==> src/rtl/core/fwu_pkg.sv <==
// ----------------------------------------------------------------------------
// fwu_pkg
// Shared types and constants for the fiber word unpacker.
// ----------------------------------------------------------------------------
`default_nettype none

package fwu_pkg;

	localparam int FIBER_COUNT = 4;

	// word types, bits 31..28
	localparam logic [3:0] WT_TRIG_TIME = 4'h2;
	localparam logic [3:0] WT_LEADING   = 4'h4;
	localparam logic [3:0] WT_TRAILING  = 4'h5;
	localparam logic [3:0] WT_TRIG_FLAG = 4'hA;
	localparam logic [3:0] WT_GEO       = 4'hC;
	localparam logic [3:0] WT_HEADER    = 4'hD;
	localparam logic [3:0] WT_SEPARATOR = 4'hE;

	localparam logic [6:0] TRAY_MIN = 7'd1;
	localparam logic [6:0] TRAY_MAX = 7'd124;

	localparam logic [6:0] TRAY_SPECIAL_A = 7'd8;
	localparam logic [6:0] TRAY_SPECIAL_B = 7'd23;
	localparam logic [6:0] TRAY_SPECIAL_C = 7'd93;
	localparam logic [6:0] TRAY_SPECIAL_D = 7'd108;
	localparam logic [6:0] REMAP_YEAR     = 7'd13;

	localparam logic [7:0] CH_PER_TDIG    = 8'd24;
	localparam logic [7:0] CH_PER_HALF    = 8'd96;
	localparam logic [7:0] CH_MAX         = 8'd199;

	localparam logic [1:0] TDIG_LOWER_ANOM = 2'd1;
	localparam logic [1:0] TDIG_UPPER_ANOM = 2'd3;

	// register map: index is paddr[2]
	localparam int         PADDR_W      = 3;
	localparam logic [0:0] REG_RUN_YEAR = 1'b0;

	typedef enum logic [1:0] {
		KIND_LEADING  = 2'd0,
		KIND_TRAILING = 2'd1,
		KIND_TRIGGER  = 2'd2,
		KIND_BAD_TRAY = 2'd3
	} fwu_kind_t;

	typedef logic [FIBER_COUNT-1:0] fwu_trig_vec_t;

	typedef struct packed {
		logic       geo_seen;
		logic       half_tray;
		logic [6:0] tray;
	} fwu_state_t;

	typedef struct packed {
		fwu_kind_t   kind;
		logic [1:0]  fiber;
		logic [6:0]  tray;
		logic [7:0]  channel;
		logic [20:0] tdc_time;
		logic [31:0] raw;
		logic        anomaly;
	} fwu_result_t;

endpackage

`default_nettype wire

==> src/rtl/core/tof_fiber_word_unpacker_top.sv <==
// A word accepted into the input register is decoded there; its result reaches the outputs from the result register.
// Throughput: one word per cycle; the input register moves on every cycle unless a
// result is held back by out_ready low while the output register is full.
// Reset (arst_n low, asynchronous): geography, tray, trigger capture and run_year
// clear to zero, both stages empty.
// ----------------------------------------------------------------------------
// tof_fiber_word_unpacker_top
// Fibre word unpacker: input register, decode, result register.
// ----------------------------------------------------------------------------
`default_nettype none

module tof_fiber_word_unpacker_top (
	input  logic                        clk,
	input  logic                        arst_n,
	input  logic                        psel,
	input  logic                        penable,
	input  logic                        pwrite,
	input  logic [fwu_pkg::PADDR_W-1:0] paddr,
	input  logic [31:0]                 pwdata,
	output logic [31:0]                 prdata,
	output logic                        pready,
	input  logic                        in_valid,
	output logic                        in_ready,
	input  logic [31:0]                 data_word,
	input  logic [1:0]                  fiber_index,
	input  logic                        first_of_fiber,
	output logic                        out_valid,
	input  logic                        out_ready,
	output logic [1:0]                  result_kind,
	output logic [1:0]                  fiber_out,
	output logic [6:0]                  tray_number,
	output logic [7:0]                  channel_number,
	output logic [20:0]                 tdc_time,
	output logic [31:0]                 raw_word,
	output logic                        channel_anomaly
);
	import fwu_pkg::*;

	logic [6:0]    run_year;

	logic          valid_s1;
	logic [31:0]   word_s1;
	logic [1:0]    fib_s1;
	logic          first_s1;

	fwu_state_t    state_q;
	fwu_trig_vec_t trig_q;

	fwu_state_t    state_nxt;
	fwu_trig_vec_t trig_nxt;
	logic          dec_valid;
	fwu_result_t   dec_res;

	logic          res_valid_s2;
	fwu_result_t   res_s2;

	logic          advance;

	fwu_cfg u_cfg (
		.clk      (clk),
		.arst_n   (arst_n),
		.psel     (psel),
		.penable  (penable),
		.pwrite   (pwrite),
		.paddr    (paddr),
		.pwdata   (pwdata),
		.prdata   (prdata),
		.pready   (pready),
		.run_year (run_year)
	);

	fwu_decode u_decode (
		.data_word      (word_s1),
		.fiber_index    (fib_s1),
		.first_of_fiber (first_s1),
		.run_year       (run_year),
		.state_cur      (state_q),
		.trig_cur       (trig_q),
		.state_nxt      (state_nxt),
		.trig_nxt       (trig_nxt),
		.res_valid      (dec_valid),
		.res            (dec_res)
	);

	// a word without a result never waits for the output side
	assign advance  = valid_s1 && (!dec_valid || !res_valid_s2 || out_ready);
	assign in_ready = !valid_s1 || advance;

	always_ff @(posedge clk or negedge arst_n) begin
		if (!arst_n) begin
			valid_s1     <= 1'b0;
			res_valid_s2 <= 1'b0;
			state_q      <= '0;
			trig_q       <= '0;
		end else begin
			if (in_ready) begin
				valid_s1 <= in_valid;
			end
			if (advance) begin
				state_q <= state_nxt;
				trig_q  <= trig_nxt;
			end
			if (advance && dec_valid) begin
				res_valid_s2 <= 1'b1;
			end else if (out_ready) begin
				res_valid_s2 <= 1'b0;
			end
		end
	end

	always_ff @(posedge clk) begin
		if (in_valid && in_ready) begin
			word_s1  <= data_word;
			fib_s1   <= fiber_index;
			first_s1 <= first_of_fiber;
		end
		if (advance && dec_valid) begin
			res_s2 <= dec_res;
		end
	end

	assign out_valid       = res_valid_s2;
	assign result_kind     = res_s2.kind;
	assign fiber_out       = res_s2.fiber;
	assign tray_number     = res_s2.tray;
	assign channel_number  = res_s2.channel;
	assign tdc_time        = res_s2.tdc_time;
	assign raw_word        = res_s2.raw;
	assign channel_anomaly = res_s2.anomaly;

endmodule

`default_nettype wire

==> src/rtl/core/fwu_cfg.sv <==
// ----------------------------------------------------------------------------
// fwu_cfg
// APB-style configuration register holding the run year.
// ----------------------------------------------------------------------------
`default_nettype none

module fwu_cfg (
	input  logic                       clk,
	input  logic                       arst_n,
	input  logic                       psel,
	input  logic                       penable,
	input  logic                       pwrite,
	input  logic [fwu_pkg::PADDR_W-1:0] paddr,
	input  logic [31:0]                pwdata,
	output logic [31:0]                prdata,
	output logic                       pready,
	output logic [6:0]                 run_year
);
	import fwu_pkg::*;

	logic [6:0] run_year_q;
	logic       wr_en;

	assign wr_en = psel && penable && pwrite && (paddr[2:2] == REG_RUN_YEAR);

	always_ff @(posedge clk or negedge arst_n) begin
		if (!arst_n) begin
			run_year_q <= '0;
		end else if (wr_en) begin
			run_year_q <= pwdata[6:0];
		end
	end

	always_comb begin
		prdata = '0;
		if (paddr[2:2] == REG_RUN_YEAR) begin
			prdata = {25'd0, run_year_q};
		end
	end

	assign pready   = 1'b1;
	assign run_year = run_year_q;

endmodule

`default_nettype wire

==> src/rtl/core/fwu_decode.sv <==
// ----------------------------------------------------------------------------
// fwu_decode
// Word-type decode, state update and hit channel/time build for one word.
// ----------------------------------------------------------------------------
`default_nettype none

module fwu_decode (
	input  logic                  [31:0] data_word,
	input  logic                  [1:0]  fiber_index,
	input  logic                         first_of_fiber,
	input  logic                  [6:0]  run_year,
	input  fwu_pkg::fwu_state_t          state_cur,
	input  fwu_pkg::fwu_trig_vec_t       trig_cur,
	output fwu_pkg::fwu_state_t          state_nxt,
	output fwu_pkg::fwu_trig_vec_t       trig_nxt,
	output logic                         res_valid,
	output fwu_pkg::fwu_result_t         res
);
	import fwu_pkg::*;

	logic        fib_ok;
	logic [3:0]  wtype;
	logic [3:0]  tdc;
	logic [1:0]  tdig;
	logic [2:0]  tdcchan;
	logic [20:0] fine_time;
	logic        special;
	logic [7:0]  chan_base;
	logic [7:0]  chan_norm;
	logic [7:0]  chan_remap;
	logic        anom;
	fwu_state_t  st;
	fwu_trig_vec_t trig;

	assign fib_ok    = 32'(fiber_index) < FIBER_COUNT;
	assign wtype     = data_word[31:28];
	assign tdc       = data_word[27:24];
	assign tdig      = tdc[3:2];
	assign tdcchan   = data_word[23:21];
	assign fine_time = {data_word[18:0], data_word[20:19]};

	// channel within tray: tdcchan + (tdc%4)*8 + tdig*24 + half*96
	assign chan_base  = {5'd0, tdcchan} + {3'd0, tdc[1:0], 3'd0};
	assign chan_remap = chan_base + CH_PER_TDIG;

	always_comb begin
		st   = state_cur;
		trig = trig_cur;
		if (first_of_fiber) begin
			st               = '0;
			trig[fiber_index] = 1'b0;
		end

		special = ((st.tray == TRAY_SPECIAL_A) || (st.tray == TRAY_SPECIAL_B) ||
			   (st.tray == TRAY_SPECIAL_C) || (st.tray == TRAY_SPECIAL_D)) &&
			  (run_year >= REMAP_YEAR);
		chan_norm = chan_base + 8'(tdig) * CH_PER_TDIG + (st.half_tray ? CH_PER_HALF : 8'd0);

		res_valid    = 1'b0;
		res          = '0;
		res.kind     = KIND_LEADING;
		res.fiber    = fiber_index;
		res.raw      = data_word;
		anom         = 1'b0;

		case (wtype)
			WT_HEADER, WT_SEPARATOR, WT_TRIG_FLAG: begin
			end
			WT_TRIG_TIME: begin
				if (!trig[fiber_index]) begin
					trig[fiber_index] = 1'b1;
					res_valid         = 1'b1;
					res.kind          = KIND_TRIGGER;
				end
			end
			WT_GEO: begin
				st.half_tray = data_word[0];
				st.tray      = data_word[7:1];
				st.geo_seen  = 1'b1;
			end
			default: begin
				if (st.geo_seen) begin
					res.tray = st.tray;
					if ((st.tray < TRAY_MIN) || (st.tray > TRAY_MAX)) begin
						res_valid = 1'b1;
						res.kind  = KIND_BAD_TRAY;
					end else if ((wtype == WT_LEADING) || (wtype == WT_TRAILING)) begin
						res_valid    = 1'b1;
						res.kind     = (wtype == WT_LEADING) ? KIND_LEADING : KIND_TRAILING;
						res.tdc_time = fine_time;
						if (special && !st.half_tray && (tdig == 2'd0)) begin
							res.channel = chan_remap;
						end else if (special &&
							     ((!st.half_tray && (tdig == TDIG_LOWER_ANOM)) ||
							      (st.half_tray && (tdig == TDIG_UPPER_ANOM)))) begin
							anom = 1'b1;
						end else begin
							res.channel = chan_norm;
						end
						res.anomaly = anom;
					end
				end
			end
		endcase

		// words from a fibre beyond the configured count leave everything alone
		if (!fib_ok) begin
			st        = state_cur;
			trig      = trig_cur;
			res_valid = 1'b0;
		end
	end

	assign state_nxt = st;
	assign trig_nxt  = trig;

endmodule

`default_nettype wire

==> config.mk <==
export PLATFORM = sky130hd
export DESIGN_NAME = tof_fiber_word_unpacker_top
export DESIGN_NICKNAME = d
export VERILOG_FILES = /design/src/rtl/core/fwu_pkg.sv /design/src/rtl/core/tof_fiber_word_unpacker_top.sv /design/src/rtl/core/fwu_cfg.sv /design/src/rtl/core/fwu_decode.sv
export SDC_FILE = /design/constraint.sdc
export NUM_CORES = 1
export LEC_CHECK = 0
export BUFFER_PORTS_ARGS = -buffer_cell sky130_fd_sc_hd__buf_2
export CAP_MARGIN = 20
export CORE_UTILIZATION = 52
export CTS_BUF_LIST = sky130_fd_sc_hd__clkbuf_8
export CTS_CLUSTER_DIAMETER = 60
export DETAILED_ROUTE_END_ITERATION = 8
export PLACE_DENSITY = 0.94
export SLEW_MARGIN = 25
export SYNTH_ARGS = -nofsm -noshare
export SYNTH_HDL_FRONTEND = slang
export SYNTH_SLANG_ARGS = --single-unit
==> constraint.sdc <==
create_clock -name clk -period 5.6 [get_ports clk]
set_clock_uncertainty 0.05 [all_clocks]
set_input_delay 0.56 -clock clk [delete_from_list [all_inputs] [get_ports clk]]
set_output_delay 0.56 -clock clk [all_outputs]
set_load 0.01 [all_outputs]
Word level (Yosys, flattened, before mapping)
Index checks and enable logic that the tools add are counted.

storage, ports and cells
  register bits after elaboration = 130
  bits of input ports = 77
  output and inout port bits = 108

operators by class
  add/sub/neg operators = 4
  multipliers = 1
  order comparisons = 5
  eq/ne operators = 13
  muxes and demuxes = 27
  bitwise operators = 6
  reduce and logical (&&, ||, !) cells = 32

operators with widths
  kind                                                                           count
  9-bit 2-to-1 mux                                                               2
  4-bit equality test (second input constant)                                    4
  8-bit 2-to-1 mux                                                               2
  7-bit equality test (second input constant)                                    2
  7-bit 2-to-1 mux                                                               2
  1-bit logical AND                                                              13
  4-bit 2-to-1 mux                                                               3
  1-bit 2-to-1 mux                                                               10
  1-bit logical OR                                                               9
  9-bit OR reduction                                                             1
  8-bit by 5-bit adder with 8-bit output (second input constant)                 1
  8-bit by 7-bit adder with 8-bit output                                         1
  8-bit adder                                                                    1
  4-bit by 3-bit equality test with 1-bit output (second input constant)         2
  2-bit 2-to-1 mux                                                               4
  8-bit OR reduction                                                             1
  7-bit by 4-bit equality test with 1-bit output (second input constant)         1
  7-bit by 5-bit equality test with 1-bit output (second input constant)         1
  7-bit by 4-bit >= comparator with 1-bit output (second input constant)         1
  7-bit > comparator (second input constant)                                     1
  7-bit by 1-bit less-than comparator with 1-bit output (second input constant)  1
  3-bit by 5-bit adder with 6-bit output                                         1
  6-bit OR reduction                                                             1
  4-bit AND                                                                      1
  other kinds (17)                                                               22

Longest topological paths before layout
  depth in word-level cells = 17
  depth in mapped cells = 8

By module
Synthesis repeated with hierarchy kept, for this count alone.

second synthesis, totals
  cell total of the unflattened synthesis = 421
  area total of the unflattened synthesis = 5939.4 µm²

modules (own cells, without submodules)
  module                       times used  cells each  area an instance (µm²)  seq. area each (µm²)
  tof_fiber_word_unpacker_top  1           191         4115.2                  3618.5
  fwu_decode                   1           180         1282.5                  0.0
  fwu_cfg                      1           50          541.8                   175.2

Least setup slack after synthesis
No wires, ideal clock.

  path kind = register -> register
  from = reg fib_s1[0]
  to = reg fib_s1[0] (enable)
  arrival time = 3.467 ns
  slack = 1.634 ns
  cell stages (with the launch flop) = 7
  path buffers = 2
  period minus slack after synthesis = 3.966 ns
  path through = edfxtp_1 -> buf_4 -> mux2i_1 -> o311ai_1 -> nand3_1 -> buf_2 -> a31oi_1

on the way
  word-level cells in the longest chain between the ends = 17
  elaborated cells on any way between the ends = 18
  classes of those cells = order compare: 2; mux: 7; bitwise: 2; reduce/logical: 7

ends and longest elaborated chain
  item                                                                                                                                                  line                                source
  start, declared                                                                                                                                       tof_fiber_word_unpacker_top.sv:43   logic [1:0] fib_s1;
  start signal, assigned                                                                                                                                tof_fiber_word_unpacker_top.sv:114  fib_s1 <= fiber_index;
  2-bit by 3-bit less-than comparator with 1-bit output (implied by the code) / 2-bit by 1-bit >= comparator with 1-bit output (equally long branches)  fwu_decode.sv:51                    trig[fiber_index] = 1'b0;
  1-bit logical AND (implied by the code)                                                                                                               fwu_decode.sv:51
  1-bit 2-to-1 mux (implied by the code)                                                                                                                fwu_decode.sv:51
  1-bit demux with 2-bit select                                                                                                                         n/a
  4-bit inverter (no source line)                                                                                                                       n/a
  4-bit AND (no source line)                                                                                                                            n/a
  4-bit 2-to-1 mux                                                                                                                                      fwu_decode.sv:49                    if (first_of_fiber) begin
  1-bit binary-select mux with 2-bit select *                                                                                                           fwu_decode.sv:70                    if (!trig[fiber_index]) begin
  1-bit 2-to-1 mux (implied by the code) *                                                                                                              fwu_decode.sv:70
  1-bit 2-to-1 mux *                                                                                                                                    fwu_decode.sv:70
  1-bit case mux with 2 select lines *                                                                                                                  fwu_decode.sv:66                    case (wtype)
  1-bit logical NOT *                                                                                                                                   tof_fiber_word_unpacker_top.sv:86   assign advance = valid_s1 && (!dec_valid || !res_valid_s2 || out_ready);
  1-bit logical OR * (2 in series)                                                                                                                      tof_fiber_word_unpacker_top.sv:86
  1-bit logical AND *                                                                                                                                   tof_fiber_word_unpacker_top.sv:86
  1-bit logical OR *                                                                                                                                    tof_fiber_word_unpacker_top.sv:87   assign in_ready = !valid_s1 || advance;
  1-bit logical AND *                                                                                                                                   tof_fiber_word_unpacker_top.sv:112  if (in_valid && in_ready) begin

Every way passes the cells marked *; elsewhere a longest branch is shown, timed or not. The select of a mux whose other input is x is not followed.
A chain may end at the register's enable or synchronous reset.

Worst setup path after layout
  from = reg fib_s1[0]
  to = reg word_s1[16] (enable)

on the way
  word-level cells in the longest chain between the ends = 17
  elaborated cells on any way between the ends = 18
  classes of those cells = order compare: 2; mux: 7; bitwise: 2; reduce/logical: 7

ends and longest elaborated chain
  item                                                                                                                                                  line                                source
  2-bit by 3-bit less-than comparator with 1-bit output (implied by the code) / 2-bit by 1-bit >= comparator with 1-bit output (equally long branches)  fwu_decode.sv:51
  1-bit logical AND (implied by the code)                                                                                                               fwu_decode.sv:51
  1-bit 2-to-1 mux (implied by the code)                                                                                                                fwu_decode.sv:51
  1-bit demux with 2-bit select                                                                                                                         n/a
  4-bit inverter (no source line)                                                                                                                       n/a
  4-bit AND (no source line)                                                                                                                            n/a
  4-bit 2-to-1 mux                                                                                                                                      fwu_decode.sv:49
  1-bit binary-select mux with 2-bit select *                                                                                                           fwu_decode.sv:70
  1-bit 2-to-1 mux (implied by the code) *                                                                                                              fwu_decode.sv:70
  1-bit 2-to-1 mux *                                                                                                                                    fwu_decode.sv:70
  1-bit case mux with 2 select lines *                                                                                                                  fwu_decode.sv:66
  1-bit logical NOT *                                                                                                                                   tof_fiber_word_unpacker_top.sv:86
  1-bit logical OR * (2 in series)                                                                                                                      tof_fiber_word_unpacker_top.sv:86
  1-bit logical AND *                                                                                                                                   tof_fiber_word_unpacker_top.sv:86
  1-bit logical OR *                                                                                                                                    tof_fiber_word_unpacker_top.sv:87
  1-bit logical AND *                                                                                                                                   tof_fiber_word_unpacker_top.sv:112
  end signal, assigned                                                                                                                                  tof_fiber_word_unpacker_top.sv:113  word_s1 <= data_word;
  end, declared                                                                                                                                         tof_fiber_word_unpacker_top.sv:42   logic [31:0] word_s1;

Marked as above.

==> tab_implementation.tex <==
\begin{tabular}{lr}
\hline
Metric & Value \\
\hline
\multicolumn{2}{l}{\textbf{CTS}} \\
\quad CTS H-Tree Depth & 4 \\
\quad CTS root buffer & clkbuf\_8 \\
\quad CTS hold repair buffers & 0 \\
\quad Clk sink count & 130 \\
\quad Inserted Clock Buffers & 17 \\
\quad Count of instances resized after the clock tree is built & 0 \\
\quad Clock-pin slew of the registers on the worst-case setup and hold paths & 0.09 ns \\
\quad Clock tree from TritonCTS & yes \\
\quad Maximum number of buffers from clock root to sink & 2 \\
\quad Post-CTS setup-driven buffer insertion count & 0 \\
\quad Worst skew pair latency & 0.44 ns \\
\multicolumn{2}{l}{\textbf{Power and ir drop}} \\
\quad Internal power summed over all cells & 1.54 mW \\
\quad Part of the total power dissipated in the clock network & 34.7\% \\
\quad Leakage power of the design & 2.71 nW \\
\quad Sw Pwr & between 0.5 and 0.6 mW \\
\quad Sequential share of power & 55.6\% \\
\quad Switching Fraction & a little over a quarter \\
\quad Share of total power in combinational logic & 9.7\% \\
\quad Peak supply drop & 0.000151 V \\
\quad PwrDens & 330 nW/um\^{}2 \\
\multicolumn{2}{l}{\textbf{Floorplanning}} \\
\quad Number of primary I/O pins & 185 \\
\quad Height of the die & 103 um \\
\quad Die area & 10600 sq um \\
\quad Row cnt & 36 \\
\quad Total core area & 9860 sq um \\
\quad Starting density of the core & a little over half \\
\quad Floorplan die width & 103 um \\
\multicolumn{2}{l}{\textbf{Global route}} \\
\quad Aggregate global routing overflow & 0 \\
\quad Total routing usage reported by global routing & 19.6\% \\
\quad Number of global-route vias before repair & 3014 \\
\quad Largest net degree at the start of global routing & 74 \\
\quad Initial antenna violation count & 0 \\
\quad Wire length of the first global-routing pass & 15.0 mm \\
\multicolumn{2}{l}{\textbf{Status}} \\
\quad Status & finished, final reports clean \\
\multicolumn{2}{l}{\textbf{Worst setup path}} \\
\quad Crit start category & register \\
\quad Required time at the endpoint of the critical path & 5.67 ns \\
\quad Arrival time at the worst endpoint & around 3.4 ns \\
\quad Slowest Stage Delay on Critical Path & 0.71 ns \\
\quad Type of the worst setup path & reg -> reg \\
\quad Ordered cell list for the critical path & mux2i\_1 -> o311ai\_2 -> nand3\_1 -> a31oi\_4 -> buf\_4 \\
\quad Critical-path maximum fanout & 20 \\
\quad Slowest CP cell & a31oi\_4 \\
\quad Critical path capture point type & register \\
\multicolumn{2}{l}{\textbf{STA}} \\
\quad Count of pins over their slew limit & 0 \\
\quad Worst Max-Slew Pin Slew & between 0.9 and 1 ns \\
\quad Summed negative setup slack over all endpoints & 0 ns \\
\quad Fin Hold WS & 0.0385 ns \\
\quad Final critical delay including setup and external delays & 3.36 ns \\
\quad Unrepaired setup endpoints after global routing & false \\
\quad Maximum clock rate & 298 MHz \\
\quad Number of hold-slack violations in the final timing report & 0 \\
\quad Final setup violation count & 0 \\
\quad Final clock period utilization by the worst path & 60.0\% \\
\quad Relative slew slack & 38.5\% \\
\multicolumn{2}{l}{\textbf{Synthesis}} \\
\quad Dominant synthesized flop cell & edfxtp\_1 \\
\quad Average size of a mapped cell & 15.4 sq um \\
\quad Number of synthesized register bits & 130 \\
\quad Part of the Yosys area used for sequential elements & 71.3\% \\
\quad Number of warnings issued by yosys & 0 \\
\quad Number of flops mapped to enable cells by yosys & 108 \\
\quad Gate count of the mapped netlist & 346 \\
\quad Portion of synthesized cell area occupied by the leading cell type & 61.0\% \\
\quad Unique masters post-synth & 52 \\
\quad Leading post-synthesis cells by cell area & edfxtp\_1 (61\%), dfrtp\_1 (10\%), and2\_1 (4.0\%) \\
\quad Top cell type by total area after synthesis & edfxtp\_1 \\
\quad Post-synthesis async set-or-reset flop share & $\sim$17\% \\
\quad Cell Area, Synth & 5320 sq um \\
\multicolumn{2}{l}{\textbf{Detailed routing}} \\
\quad Residual antenna-violating net count after detailed routing & 0 \\
\quad DRC violation total after the first TritonRoute iteration & approximately 210 \\
\quad Post-detailed-route wirelength per cell & 15.9 um \\
\quad Length of routed met2 wiring & 5.06 mm \\
\quad Post-detailed-route DRC marker count & 0 \\
\quad DR pass1 iterations & 5 \\
\quad Via-per-instance ratio & 5.11 \\
\quad Total number of vias & 3224 \\
\quad Amount of wire on met3 after detailed routing & 750 um \\
\quad Max Used Layer & met4 \\
\quad Post-Route M1 WL & 4.07 mm \\
\quad Total Routed Length & 10.0 mm \\
\multicolumn{2}{l}{\textbf{Placed design}} \\
\quad RD Place Congestion & 0.834 \\
\quad IO Port Bufs & 131 \\
\quad HPWL Detailed & roughly 7 mm \\
\multicolumn{2}{l}{\textbf{Cells and area}} \\
\quad Antenna cell count & 0 \\
\quad Post-layout nets & $\sim$570 \\
\quad Layout cells sized above 1 & about 38\% \\
\quad Area growth, synth to finish & 20.1\% \\
\multicolumn{2}{l}{\textbf{Job}} \\
\quad Maximum capacitance violations & 0 \\
\multicolumn{2}{l}{\textbf{Hold path}} \\
\quad Type of the worst min-delay path & in -> async \\
\hline
\end{tabular}
==> worst max-delay path, delay by kind of cell (launching register included) <==
family | cells | cell delay (ns)
AOI/OAI and AO/OA | 2 | 1.27
buffers and inverters | 1 | 0.41
DFF | 1 | 0.55
muxes | 1 | 0.18
and+or+nand+nor | 1 | 0.56
==> cells in the mapped netlist, types with 3 or more instances <==
cell type  instances
a21o_1             4
a21oi_1            7
a22o_1             7
a31o_2             8
a31oi_1            5
and2_1            34
buf_4             27
clkbuf_1           6
dfrtp_1           22
edfxtp_1         108
ha_1              10
inv_1             11
mux2_2             8
mux2i_1            3
nand2_1            9
nand2b_1           4
nand3_1            4
nor2_1             4
nor2b_1           10
nor3_1             4
o21ai_0            8
o21ai_1            3
o32ai_1            3
or3_1              3
==> state kept, by name, indices dropped and copies added, names as in the netlist <==
signal           flops
valid_s1             1
tdc_time            21
fib_s1               2
channel_anomaly      1
u_cfg.run_year       7
out_valid            1
fiber_out            2
result_kind          2
channel_number       8
first_s1             1
tray_number          7
trig_q               4
raw_word            32
state_q              9
word_s1             32
==> final cells by class <==
class | count | area [sq um]
inverter | 11 | 41.3
tap | 133 | 166
clock buffer | 17 | 234
multi-input combinational | 192 | 1350
sequential | 130 | 3790
clock inverter | 15 | 135
fill | 674 | 3480
timing repair buffer | 133 | 671
==> layer usage <==
layer,vias up,global-route usage [%]
met4,0,8.99
met2,162,32.2
met3,15,7.05
li1,1525,-
met5,-,0
met1,1522,23.3
==> power by group through the flow <==
stage          clock, mW  sequential, mW  combinational (mW)
2_1_floorplan          0            1.18               0.148
3_3_place_gp           0            1.18               0.189
3_5_place_dp           0            1.19               0.201
4_1_cts            0.745            1.17               0.203
5_1_grt            0.790            1.18               0.228
6_report           0.733            1.17               0.204
==> final timing paths <==
check                          startpoint           endpoint  slack [ns]  cells after the start
hold reg to reg               word_s1[11]       raw_word[11]        0.39                      0
setup reg to reg                fib_s1[0]        word_s1[16]        2.24                      5
hold / removal                     arst_n          trig_q[3]        0.04                      1
setup / recovery                fib_s1[0]        word_s1[16]        2.24                      5
min in group clk           fiber_index[1]          fib_s1[1]        0.24                      1
max in group asynchronous          arst_n  u_cfg.run_year[6]        5.10                      1
==> cells by family after synthesis <==
family	Yosys count	synth area share (%)
AOI/OAI and AO/OA	53	7.01
xor gates and xnor gates	2	0.329
adders and majority gates	11	2.73
buffers and inverters	48	5.48
DFF	130	71.3
muxes	11	2.26
other	2	0.141
and+or+nand+nor	89	10.7
==> cell usage in the layout (no fill, tap or decap), types with 2 or more instances in the layout <==
| cell type | n |
|---|---|
| a21o_1 | 4 |
| a21oi_1 | 7 |
| a22o_1 | 7 |
| a31o_2 | 8 |
| a31oi_1 | 4 |
| and2_1 | 33 |
| buf_2 | 131 |
| buf_4 | 2 |
| clkbuf_8 | 17 |
| clkinvlp_4 | 3 |
| conb_1 | 26 |
| dfrtp_1 | 22 |
| edfxtp_1 | 108 |
| ha_1 | 10 |
| inv_1 | 11 |
| inv_6 | 8 |
| inv_8 | 3 |
| mux2_2 | 8 |
| mux2i_1 | 3 |
| nand2_1 | 9 |
| nand2b_1 | 4 |
| nand3_1 | 4 |
| nand4b_1 | 2 |
| nor2_1 | 4 |
| nor2b_1 | 10 |
| nor3_1 | 4 |
| nor4_1 | 2 |
| nor4_2 | 2 |
| o21ai_0 | 8 |
| o21ai_1 | 3 |
| o31ai_1 | 2 |
| o32ai_1 | 3 |
| or3_1 | 3 |
==> per-stage QoR <==
stage	setup slack (ns)	utilization, %	power, mW	instances	area (sq um)
3_3_place_gp	2.12	60.9	1.37	599	6010
4_1_cts	1.90	64.7	2.12	631	6380
6_report	2.24	64.8	2.11	631	6390
3_5_place_dp	1.90	60.9	1.39	599	6010
2_1_floorplan	1.63	-	1.33	370	5410
5_1_grt	1.98	64.8	2.20	631	6390
Power figures use the tool's default switching activity.
